===== config.mk =====
export PLATFORM = sky130hd
export DESIGN_NAME = nested_zone_intrusion_alarm
export DESIGN_NICKNAME = d
export VERILOG_FILES = /design/src/hdl/nzia_pkg.sv /design/src/hdl/nested_zone_intrusion_alarm.sv /design/src/hdl/nzia_probe.sv /design/src/hdl/nzia_cell.sv
export SDC_FILE = /design/constraint.sdc
export NUM_CORES = 2
export LEC_CHECK = 0
export ABC_AREA = 1
export BUFFER_PORTS_ARGS = -buffer_cell sky130_fd_sc_hd__buf_2
export CAP_MARGIN = 20
export CORE_AREA = 2 2 393 395
export CTS_CLUSTER_SIZE = 12
export DETAILED_ROUTE_END_ITERATION = 10
export DIE_AREA = 0 0 395 397
export PLACE_DENSITY = 0.68
export SYNTH_ARGS = -nofsm -noshare
export SYNTH_HDL_FRONTEND = slang
export SYNTH_SLANG_ARGS = --single-unit

===== constraint.sdc =====
create_clock -name clk -period 4.75 [get_ports clk]
set_clock_uncertainty 0.1 [all_clocks]
set_input_delay 0.7125 -clock clk [delete_from_list [all_inputs] [get_ports clk]]
set_output_delay 0.7125 -clock clk [all_outputs]
set_load 0.02 [all_outputs]

===== src/hdl/nzia_pkg.sv =====
// ----------------------------------------------------------------------------
// nzia_pkg
// types, constants and codes shared by the nested zone alarm modules
// ----------------------------------------------------------------------------
package nzia_pkg;

  localparam int MAX_ZONES  = 10;
  localparam int COUNT_BITS = 16;

  localparam int COORD_W   = 16;
  localparam int STEP_W    = 12;
  localparam int THR_W     = 16;
  localparam int ZLVL_W    = 4;
  localparam int FLAGS_W   = 10;
  localparam int CLEARS_W  = 4;
  localparam int CFG_IDX_W = 3;
  localparam int CFG_DAT_W = 16;

  // level counts run 0..MAX_ZONES
  localparam int LVL_W = $clog2(MAX_ZONES + 1);
  localparam int IDX_W = (MAX_ZONES > 1) ? $clog2(MAX_ZONES) : 1;
  localparam int IDX1  = (MAX_ZONES > 1) ? 1 : 0;

  // half size of a zone and the signed bound width
  localparam int HX_W  = STEP_W + LVL_W;
  localparam int BND_W = ((HX_W > COORD_W) ? HX_W : COORD_W) + 2;

  typedef logic [MAX_ZONES-1:0] zone_vec_t;

  typedef enum logic [CFG_IDX_W-1:0] {
    REG_ZONE_LEVELS = 3'd0,
    REG_COUNT_THR   = 3'd1,
    REG_STEP_X      = 3'd2,
    REG_STEP_Y      = 3'd3,
    REG_FRONT_X     = 3'd4,
    REG_FRONT_Y     = 3'd5,
    REG_REAR_X      = 3'd6,
    REG_REAR_Y      = 3'd7
  } cfg_reg_e;

  typedef enum logic [1:0] {
    PERIOD_SLOW   = 2'd0,
    PERIOD_MEDIUM = 2'd1,
    PERIOD_FAST   = 2'd2
  } period_e;

  typedef struct packed {
    logic [ZLVL_W-1:0]         zone_levels;
    logic [THR_W-1:0]          count_threshold;
    logic [STEP_W-1:0]         step_x_mm;
    logic [STEP_W-1:0]         step_y_mm;
    logic signed [COORD_W-1:0] front_x_mm;
    logic signed [COORD_W-1:0] front_y_mm;
    logic signed [COORD_W-1:0] rear_x_mm;
    logic signed [COORD_W-1:0] rear_y_mm;
  } cfg_t;

  typedef struct packed {
    logic signed [COORD_W-1:0] point_x_mm;
    logic signed [COORD_W-1:0] point_y_mm;
    logic                      has_point;
    logic                      frame_end;
  } point_t;

  typedef struct packed {
    logic [FLAGS_W-1:0]  zone_flags;
    logic                play_now;
    logic                alarm_on;
    logic [1:0]          alarm_period;
    logic [CLEARS_W-1:0] clear_zones;
  } alert_t;

  // what travels from one cell to the next
  typedef struct packed {
    logic             valid;
    logic             frame_end;
    zone_vec_t        hit;      // bit 0 belongs to the receiving cell
    logic [LVL_W-1:0] levels;   // zones in use for this beat
    logic [LVL_W-1:0] lv_rem;   // zones in use from the receiving cell on
    logic [LVL_W-1:0] clear;    // zones in use that did not exceed the threshold
    zone_vec_t        flags;    // shifted in from the top
    zone_vec_t        rise;     // flag rose against last frame
  } beat_t;

endpackage


===== src/hdl/nested_zone_intrusion_alarm.sv =====
// ----------------------------------------------------------------------------
// nested_zone_intrusion_alarm
// counts scan points per nested zone and raises alarm results at frame end
// ----------------------------------------------------------------------------
// a frame-end beat passes the probe register, the zone cell registers and the alert register before it shows on alert
// throughput: one point beat per cycle, set by the zone cell chain advancing
//   together; the chain holds only while a finished alert waits and the next
//   frame end reaches the chain's end
// reset: synchronous; config takes its default values, counts, last flags,
//   last clear count and alarm period clear, the chain empties
// ----------------------------------------------------------------------------
module nested_zone_intrusion_alarm (
  input  logic                                clk,
  input  logic                                rst,
  // point beats
  input  logic                                point_valid,
  output logic                                point_ready,
  input  nzia_pkg::point_t                    point,
  // alert beats
  output logic                                alert_valid,
  input  logic                                alert_ready,
  output nzia_pkg::alert_t                    alert,
  // config writes
  input  logic                                cfg_valid,
  output logic                                cfg_ready,
  input  logic [nzia_pkg::CFG_IDX_W-1:0]      cfg_index,
  input  logic [nzia_pkg::CFG_DAT_W-1:0]      cfg_data
);
  import nzia_pkg::*;

  cfg_t             cfg;
  logic             adv;
  beat_t            chain [0:MAX_ZONES];
  beat_t            tail;

  // tail state
  logic [LVL_W-1:0] last_clear;
  period_e          period;
  period_e          period_next;

  logic             tail_done;
  logic             levels_nz;
  logic [IDX_W-1:0] top_idx;
  logic             top_flag;
  logic             clear_rise;
  logic             rise0;
  logic             rise1;
  alert_t           alert_next;

  // ---------------------------------------------------------------- config
  assign cfg_ready = 1'b1;

  always_ff @(posedge clk) begin
    if (rst) begin
      cfg.zone_levels     <= ZLVL_W'(2);
      cfg.count_threshold <= THR_W'(50);
      cfg.step_x_mm       <= STEP_W'(3000);
      cfg.step_y_mm       <= STEP_W'(1000);
      cfg.front_x_mm      <= '0;
      cfg.front_y_mm      <= '0;
      cfg.rear_x_mm       <= '0;
      cfg.rear_y_mm       <= '0;
    end else if (cfg_valid) begin
      case (cfg_reg_e'(cfg_index))
        REG_ZONE_LEVELS: cfg.zone_levels     <= cfg_data[ZLVL_W-1:0];
        REG_COUNT_THR:   cfg.count_threshold <= cfg_data[THR_W-1:0];
        REG_STEP_X:      cfg.step_x_mm       <= cfg_data[STEP_W-1:0];
        REG_STEP_Y:      cfg.step_y_mm       <= cfg_data[STEP_W-1:0];
        REG_FRONT_X:     cfg.front_x_mm      <= $signed(cfg_data[COORD_W-1:0]);
        REG_FRONT_Y:     cfg.front_y_mm      <= $signed(cfg_data[COORD_W-1:0]);
        REG_REAR_X:      cfg.rear_x_mm       <= $signed(cfg_data[COORD_W-1:0]);
        REG_REAR_Y:      cfg.rear_y_mm       <= $signed(cfg_data[COORD_W-1:0]);
        default: ;
      endcase
    end
  end

  // ---------------------------------------------------------------- flow
  // whole chain moves as one; it only holds when a frame end at the chain's
  // end has nowhere to go
  assign tail        = chain[MAX_ZONES];
  assign tail_done   = tail.valid && tail.frame_end;
  assign adv         = !(tail_done && alert_valid && !alert_ready);
  assign point_ready = adv;

  // head: rectangle tests for all zones
  nzia_probe u_probe (
    .clk   (clk),
    .rst   (rst),
    .adv   (adv),
    .take  (point_valid),
    .point (point),
    .cfg   (cfg),
    .beat  (chain[0])
  );

  // one cell per zone, zone 0 first
  for (genvar j = 0; j < MAX_ZONES; j++) begin : g_cell
    nzia_cell u_cell (
      .clk  (clk),
      .rst  (rst),
      .adv  (adv),
      .thr  (cfg.count_threshold),
      .up   (chain[j]),
      .down (chain[j+1])
    );
  end

  // ---------------------------------------------------------------- frame end
  // outermost zone in use is visited first and is the only one that can see
  // a rise in the clear count
  assign levels_nz  = (tail.levels != '0);
  assign top_idx    = IDX_W'(tail.levels - LVL_W'(1));
  assign top_flag   = levels_nz && tail.flags[top_idx];
  assign clear_rise = top_flag && (last_clear < tail.clear);

  assign rise0 = tail.rise[0] || (clear_rise && (tail.levels == LVL_W'(1)));
  assign rise1 = (MAX_ZONES > 1) &&
                 (tail.rise[IDX1] || (clear_rise && (tail.levels == LVL_W'(2))));

  // lowest zone with a rise has the last word on the period
  always_comb begin
    period_next = period;
    if (rise0) begin
      period_next = PERIOD_FAST;
    end else if (rise1) begin
      period_next = PERIOD_MEDIUM;
    end
  end

  always_comb begin
    alert_next.zone_flags   = FLAGS_W'(tail.flags);
    alert_next.play_now     = (|tail.rise) || clear_rise;
    alert_next.alarm_on     = (tail.clear != tail.levels);
    alert_next.alarm_period = period_next;
    alert_next.clear_zones  = CLEARS_W'(tail.clear);
  end

  always_ff @(posedge clk) begin
    if (rst) begin
      last_clear <= '0;
      period     <= PERIOD_SLOW;
    end else if (adv && tail_done) begin
      period <= period_next;
      if (levels_nz) begin
        last_clear <= tail.clear;
      end
    end
  end

  // ---------------------------------------------------------------- output
  always_ff @(posedge clk) begin
    if (rst) begin
      alert_valid <= 1'b0;
    end else if (adv && tail_done) begin
      alert_valid <= 1'b1;
    end else if (alert_ready) begin
      alert_valid <= 1'b0;
    end
  end

  always_ff @(posedge clk) begin
    if (adv && tail_done) begin
      alert <= alert_next;
    end
  end

endmodule


===== src/hdl/nzia_probe.sv =====
// ----------------------------------------------------------------------------
// nzia_probe
// head stage: tests a point against every zone rectangle at once
// ----------------------------------------------------------------------------
module nzia_probe (
  input  logic            clk,
  input  logic            rst,
  input  logic            adv,
  input  logic            take,
  input  nzia_pkg::point_t point,
  input  nzia_pkg::cfg_t   cfg,
  output nzia_pkg::beat_t  beat
);
  import nzia_pkg::*;

  logic [LVL_W-1:0]        levels;
  zone_vec_t               hit;
  logic signed [BND_W-1:0] px;
  logic signed [BND_W-1:0] py;

  assign levels = (32'(cfg.zone_levels) > MAX_ZONES) ? LVL_W'(MAX_ZONES)
                                                     : LVL_W'(cfg.zone_levels);
  assign px = BND_W'(point.point_x_mm);
  assign py = BND_W'(point.point_y_mm);

  for (genvar j = 0; j < MAX_ZONES; j++) begin : g_zone
    localparam logic [HX_W-1:0] MULT = HX_W'(j + 1);
    logic [HX_W-1:0]         hx;
    logic [HX_W-1:0]         hy;
    logic signed [BND_W-1:0] hi_x;
    logic signed [BND_W-1:0] lo_x;
    logic signed [BND_W-1:0] hi_y;
    logic signed [BND_W-1:0] lo_y;

    assign hx   = HX_W'(cfg.step_x_mm) * MULT;
    assign hy   = HX_W'(cfg.step_y_mm) * MULT;
    assign hi_x = BND_W'(cfg.front_x_mm) + $signed({{(BND_W-HX_W){1'b0}}, hx});
    assign lo_x = BND_W'(cfg.rear_x_mm)  - $signed({{(BND_W-HX_W){1'b0}}, hx});
    assign hi_y = BND_W'(cfg.front_y_mm) + $signed({{(BND_W-HX_W){1'b0}}, hy});
    assign lo_y = BND_W'(cfg.rear_y_mm)  - $signed({{(BND_W-HX_W){1'b0}}, hy});

    assign hit[j] = point.has_point && (32'(levels) > j) &&
                    (px < hi_x) && (px > lo_x) && (py < hi_y) && (py > lo_y);
  end

  always_ff @(posedge clk) begin
    if (rst) begin
      beat.valid <= 1'b0;
    end else if (adv) begin
      beat.valid <= take;
    end
  end

  always_ff @(posedge clk) begin
    if (adv) begin
      beat.frame_end <= point.frame_end;
      beat.hit       <= hit;
      beat.levels    <= levels;
      beat.lv_rem    <= levels;
      beat.clear     <= '0;
      beat.flags     <= '0;
      beat.rise      <= '0;
    end
  end

endmodule


===== src/hdl/nzia_cell.sv =====
// ----------------------------------------------------------------------------
// nzia_cell
// one zone: saturating point count, last flag, frame-end summary
// ----------------------------------------------------------------------------
module nzia_cell (
  input  logic                          clk,
  input  logic                          rst,
  input  logic                          adv,
  input  logic [nzia_pkg::THR_W-1:0]    thr,
  input  nzia_pkg::beat_t               up,
  output nzia_pkg::beat_t               down
);
  import nzia_pkg::*;

  logic [COUNT_BITS-1:0] count;
  logic [COUNT_BITS-1:0] count_next;
  logic                  last_flag;
  logic                  in_use;
  logic                  flag;
  logic                  frame_done;
  beat_t                 beat_next;

  assign in_use     = (up.lv_rem != '0);
  assign frame_done = up.valid && up.frame_end;

  // own point counts before the frame closes
  assign count_next = (up.valid && up.hit[0] && (count != '1))
                    ? count + COUNT_BITS'(1) : count;
  assign flag = in_use && (32'(count_next) > 32'(thr));

  always_comb begin
    beat_next        = up;
    beat_next.hit    = up.hit >> 1;
    beat_next.lv_rem = in_use ? up.lv_rem - LVL_W'(1) : '0;
    beat_next.clear  = up.clear + LVL_W'(in_use && !flag);
    beat_next.flags  = up.flags >> 1;
    beat_next.rise   = up.rise >> 1;
    beat_next.flags[MAX_ZONES-1] = flag;
    beat_next.rise[MAX_ZONES-1]  = flag && !last_flag;
  end

  always_ff @(posedge clk) begin
    if (rst) begin
      count     <= '0;
      last_flag <= 1'b0;
    end else if (adv && up.valid) begin
      count <= up.frame_end ? '0 : count_next;
      if (frame_done && in_use) begin
        last_flag <= flag;
      end
    end
  end

  always_ff @(posedge clk) begin
    if (rst) begin
      down.valid <= 1'b0;
    end else if (adv) begin
      down.valid <= up.valid;
    end
  end

  always_ff @(posedge clk) begin
    if (adv) begin
      down.frame_end <= beat_next.frame_end;
      down.hit       <= beat_next.hit;
      down.levels    <= beat_next.levels;
      down.lv_rem    <= beat_next.lv_rem;
      down.clear     <= beat_next.clear;
      down.flags     <= beat_next.flags;
      down.rise      <= beat_next.rise;
    end
  end

endmodule


# Word-level counts from Yosys, hierarchy flattened
# Index checks and enable logic that the tools add are counted.
[classes]
add_sub_neg = 69
mul = 12
n_div = 0
magnitude_cmp = 63
eq_ne = 20
shift = 0
mux = 27
n_bitwise = 0
reduce_logical = 196
[ops]
columns = ["op", "n"]
rows = [
  ["2-to-1 mux 16 bit", 20],
  ["> comparator 16 x 17 -> 1 bit", 16],
  ["< comparator 16 x 17 -> 1 bit", 16],
  ["adder 16 x 1 -> 16 bit, second input constant", 10],
  ["> comparator 16 bit", 10],
  ["!= test 16 bit, second input constant", 10],
  ["logical AND 1 bit", 138],
  ["adder 16 x 16 -> 17 bit", 8],
  ["subtractor 16 x 16 -> 17 bit", 8],
  ["multiplier 12 x 3 -> 15 bit, second input constant", 6],
  ["adder 16 x 17 -> 18 bit", 4],
  ["> comparator 16 x 18 -> 1 bit", 4],
  ["< comparator 16 x 18 -> 1 bit", 4],
  ["subtractor 16 x 17 -> 18 bit", 4],
  ["adder 16 x 15 -> 17 bit", 4],
  ["subtractor 16 x 15 -> 17 bit", 4],
  ["multiplier 12 x 2 -> 14 bit, second input constant", 4],
  ["nonzero test 4 bit", 11],
  ["subtractor 4 x 1 -> 4 bit, second input constant", 10],
  ["AND reduction 2 bit", 19],
  ["adder 16 x 13 -> 17 bit", 2],
  ["adder 16 x 14 -> 17 bit", 2],
  ["subtractor 16 x 13 -> 17 bit", 2],
  ["subtractor 16 x 14 -> 17 bit", 2],
  ["24 further kinds", 69],
]
[word_totals]
regBits = 607
latch_bits = 0
ramBits = 0
rom_bits = 0
inputBits = 58
out_inout_bits = 21
memories = 0

# Longest topological paths before layout
[logic_depth]
depth_word = 9
ltp_mapped = 33

# Cells and area by module
# From an unflattened synthesis, not the netlist that was laid out.
[unflattened]
cells_unflattened = 11412
hier_area_um2 = 83095.9
[by_module_without_submodules]
columns = ["mod", "instances", "cells_per_inst", "area_per_inst_um2", "seq_area_each_um2"]
rows = [
  ["nzia_probe", 1, 7124, 45944.1, 470.5],
  ["nzia_cell (g_cell[0].u_cell ...)", 8, 367, 3218.1, 1621.6],
  ["nzia_cell (g_cell[8].u_cell ...)", 2, 361, 3199.3, 1621.6],
  ["nested_zone_intrusion_alarm", 1, 630, 5008.6, 2842.7],
]

# Worst setup path before layout
# No wires, ideal clock.
[synth_timing]
path_kind = "reg2reg"
startpoint = "register cfg[65] (netlist name)"
endpoint = "register u_probe.beat[38] in the netlist's numbering, data pin"
setup_ns = 0.252
t_arrival_ns = 4.608
required_time_ns = 4.398
path_slack_ns = -0.211
stages_incl_launch_ff = 30
synth_period_minus_slack_ns = 4.961
cell_sequence = "dfxtp_1 fa_1 ha_1 nand2_1 nor3_1 nor2_1 o21ai_0 a21oi_1 or2_2 nand2_1 inv_1 ha_1 nand2_1 nor2_1 nand3_1 nand4_1 a21oi_1 or2_2 nand2_1 ha_1 nand2_1 inv_1 o21ai_0 nand2_1 a21oi_1 nand4_1 nand2_1 nor2_1 nand2_1 nor2_1"
[synth_between]
elab_chain_cells = 5
word_cells_on_any_way = 7
classes_between = "add/sub (2); mul (1); order compare (2); reduce/logical (2)"
[synth_lines]
columns = ["element", "line_no", "text"]
rows = [
  ["multiplier 12 x 3 -> 15 bit (*)", "nzia_probe.sv:36", "assign hy = HX_W'(cfg.step_y_mm) * MULT;"],
  ["adder 16 x 16 -> 17 bit", "nzia_probe.sv:39", "assign hi_y = BND_W'(cfg.front_y_mm) + $signed({{(BND_W-HX_W){1'b0}}, hy});"],
  ["< comparator 16 x 17 -> 1 bit", "nzia_probe.sv:43", "(px < hi_x) && (px > lo_x) && (py < hi_y) && (py > lo_y);"],
  ["logical AND 1 bit", "nzia_probe.sv:43", ""],
  ["logical AND 1 bit (*)", "nzia_probe.sv:43", ""],
  ["net u_probe.hit[6]", "nzia_probe.sv:17", "zone_vec_t hit;"],
  ["end: declaration", "nzia_probe.sv:12", "output nzia_pkg::beat_t beat"],
]
# The timed path passes the listed nets; every way through them passes the cells marked *.
# A chain may end at the register's enable or synchronous reset.

# Worst setup path after layout
[layout_timing]
startpoint = "register cfg[80] (netlist name)"
endpoint = "register u_probe.beat[38] in the netlist's numbering, data pin"
[layout_between]
elab_chain_cells = 7
word_cells_on_any_way = 9
classes_between = "add/sub (2); mul (1); order compare (2); reduce/logical (4)"
[layout_lines]
columns = ["element", "line_no", "text"]
rows = [
  ["multiplier 12 x 3 -> 15 bit (*)", "nzia_probe.sv:35", "assign hx = HX_W'(cfg.step_x_mm) * MULT;"],
  ["adder 16 x 16 -> 17 bit", "nzia_probe.sv:37", "assign hi_x = BND_W'(cfg.front_x_mm) + $signed({{(BND_W-HX_W){1'b0}}, hx});"],
  ["< comparator 16 x 17 -> 1 bit", "nzia_probe.sv:43", ""],
  ["logical AND 1 bit", "nzia_probe.sv:42", "assign hit[j] = point.has_point && (32'(levels) > j) &&"],
  ["logical AND 1 bit (*) (3 in a row)", "nzia_probe.sv:43", ""],
  ["net u_probe.hit[6]", "nzia_probe.sv:17", ""],
]
# Marked as above.

==> metrics.txt <==
kind of end point of the critical path flip-flop; kind of launch point of the worst setup path flip-flop; pin count of the biggest net entering global routing 82; Detailed Routing Iterations Pass 1 6; distinct cell type count after synthesis 63; worst-path cell with the longest stage delay sky130_fd_sc_hd__fa_1; worst setup slack after placement -0.554 ns; share of the synthesized area in the top cell type 0.241; share of the clock period used by the worst path after layout 1.07; clock period minus worst slack 5.07 ns; initial core utilization 0.497; Syn Inst Count 10700; syn nets 12300; Yosys warning count 0; cell mode on critical path sky130_fd_sc_hd__nand2_1; number of global-route vias before repair 75200; main area contributors after synthesis sky130_fd_sc_hd__ha_1 24%, sky130_fd_sc_hd__edfxtp_1 12%, sky130_fd_sc_hd__nand2_1 12%; Netlist Area Pre-Place 76000 sq um; Min-Delay Path Class input pin to flip-flop; post-DR vias/cell 5.69; Area growth, synth to finish 22.8%; share of post-route cells with drive strength above 1 0.179; Bufs on Longest Clock Path 3; DP Wirelength 217000 microns; Skew-Pair Late Insertion Delay 0.68 ns; deepest level of the CTS H-tree 3; WS Path Type flip-flop to flip-flop; routed len/inst 20.1 microns; number of nets in the layout 13500; # IOs 79; clock transition at the registers of the reported paths 0.07 ns; width of the die 395 microns; CTS tree yes; row count 144; Detail Route Antenna Nets 0; number of synthesized register bits 604; worst slew margin relative to its limit 0.288; endpoint required time on the critical path 5.07 ns; Setup WS post-layout -0.315 ns; CTS sink cnt 604; TritonCTS buffer count 73; number of enable-type register cells in the synthesized netlist 308; hold slack 0.136 ns; Arrival @ worst endpoint 5.39 ns; placeable core area 153000 sq um; drt drc 0; antenna violations before repair 14; Slowest Stage Delay on Critical Path 0.45 ns; slew at the pin closest to its max-slew limit 1.07 ns; total of max-cap violations 0; fraction of the yosys area taken by sequential cells 0.200; die span in y 397 microns; IO buf count 77; power per cell area 248 nW/um^2; cell taking the most area after synthesis sky130_fd_sc_hd__ha_1; peak clock frequency supported by timing 197 MHz; Hold Vio Cnt, Final 0; drt first-iter violations 6540; cell depth of the worst min-delay path 1; power after layout 23.2 mW; average cell area after synthesis 7.11 sq um; cell count of the worst reg-to-reg path 28; most common flop cell mapped by yosys sky130_fd_sc_hd__edfxtp_1; final count of negative-setup-slack endpoints 6; via count of the routed design 79600; total length of routed wires 282000 microns; share of synthesized registers carrying an async set or reset 0; number of pins exceeding their max-slew limit in the final report 0; Global Route Usage Sum 0.343; setup total negative slack -1.05 ns; wire length of the first global-routing pass 422000 microns; setup repair after global routing missed its margin true; leakage component of the power 46.2 nW; hold buffer count at CTS 0; violated checks negative setup slack; last weighted congestion value of the routability-driven placer 1.04; full die area 157000 sq um; maximum fanout along the worst path 6; sum of overflow across all layers after global routing 0; status finished, violations left; peak supply drop 282 uV; cell at the root of the clock tree sky130_fd_sc_hd__clkbuf_16
## placed cells by master, fill, tap and decap left out, drive strengths merged, types with 54 or more instances in the layout
cell and count:
nand2 2437, inv 1320, o21bai 62, nand4 204, ha 1463, nor3 177, a21o 79, xor2 451
nand3 572, a21oi 1148, fa 54, buf 1236, edfxtp 308, dfxtp 296, xnor2 238, o21ai 619
nor2 818, clkbuf 103
## where the power goes
| part | leakage [nW] | internal, mW | switching (mW) |
|---|---|---|---|
| combinational | 39.1 | 4.79 | 6.43 |
| clock | 1.16 | 3.26 | 2.50 |
| sequential | 5.97 | 5.93 | 0.250 |
| total | 46.2 | 14.0 | 9.18 |
## path summary, 6_finish.rpt
kind                                          to                                start  slack (ns)
min reg2reg  g_cell[3].u_cell.down[35]$_DFFE_PN_  g_cell[2].u_cell.down[36]$_DFFE_PN_        0.29
min                   u_probe.beat[42]$_DFFE_PN_                             point[0]        0.14
max                   u_probe.beat[38]$_DFFE_PN_                 cfg[80]$_SDFFE_PP1P_       -0.32
max reg2reg           u_probe.beat[38]$_DFFE_PN_                 cfg[80]$_SDFFE_PP1P_       -0.32
## cells by family (layout without fill, tap and decap cells)
kind of cell	count (synthesis)	after routing	synth area share
compound gates	2123	2123	0.153
xor+xnor	689	689	0.0794
fa+ha+maj	1517	1517	0.255
buf+inv	1444	2696	0.0736
flops	604	604	0.200
other cells	1	13	0.0000493
simple gates	4315	4315	0.239
## synthesized netlist by cell type, types with 170 or more instances
cell and number:
sky130_fd_sc_hd__nand3_1 564, sky130_fd_sc_hd__nand4_1 200, sky130_fd_sc_hd__edfxtp_1 308, sky130_fd_sc_hd__xor2_1 451, sky130_fd_sc_hd__nor2_1 801, sky130_fd_sc_hd__ha_1 1463
sky130_fd_sc_hd__xnor2_1 238, sky130_fd_sc_hd__nor3_1 170, sky130_fd_sc_hd__o21ai_0 552, sky130_fd_sc_hd__nand2_1 2412, sky130_fd_sc_hd__a21oi_1 1136, sky130_fd_sc_hd__dfxtp_1 296
sky130_fd_sc_hd__inv_1 1256
## worst max-delay path, delay by kind of cell (launching register included)
family | cells | cell delay [ns]
XOR/XNOR | 1 | 0.18
flip-flops | 1 | 0.43
AND/OR/NAND/NOR | 13 | 1.30
buffers and inverters | 3 | 0.36
adder cells (fa/ha/maj) | 4 | 1.51
AO/OA/AOI/OAI | 7 | 0.92
## final cells by class
class	count	area (sq um)
fill	13700	59600
multi-input combinational	8645	58700
sequential	604	15200
timing repair buffer	1236	9460
inverter	1324	4980
tap	2044	2560
clock buffer	103	1980
clock inverter	33	475
antenna	12	30.0
## flip-flops by register name (all words and copies together), names as in the netlist, 2 cells and up
signal                   flops
last_clear                   4
g_cell.u_cell.count        160
alert                       18
g_cell.u_cell.down         285
g_cell.u_cell.last_flag     10
period                       2
u_probe.beat                16
cfg                        108
## timing repair
action                     in CTS  in global routing
cloned                          0                  0
buffers inserted               23                 46
resized for setup             238                536
setup endpoints to repair       6                  8
hold endpoints to repair        0                  0
pin swaps                      89                256
## routing by layer
metal / vias to the layer above / GRT usage / part of all wire
met2: 3001 / 0.559 / 0.44
met1: 37000 / 0.435 / 0.41
met5: - / 0 / 0.00028
met4: 12 / 0.192 / 0.067
li1: 38700 / - / -
met3: 877 / 0.0524 / 0.081
## per-stage QoR
step           std cells  utilization  instance area, sq um
2_1_floorplan      10700            -                 76100
3_3_place_gp       13800        0.567                 86800
3_5_place_dp       13800        0.567                 86800
4_1_cts            13900        0.591                 90500
5_1_grt            14000        0.610                 93400
6_report           14000        0.610                 93400
(Power assumes the default switching activity.)
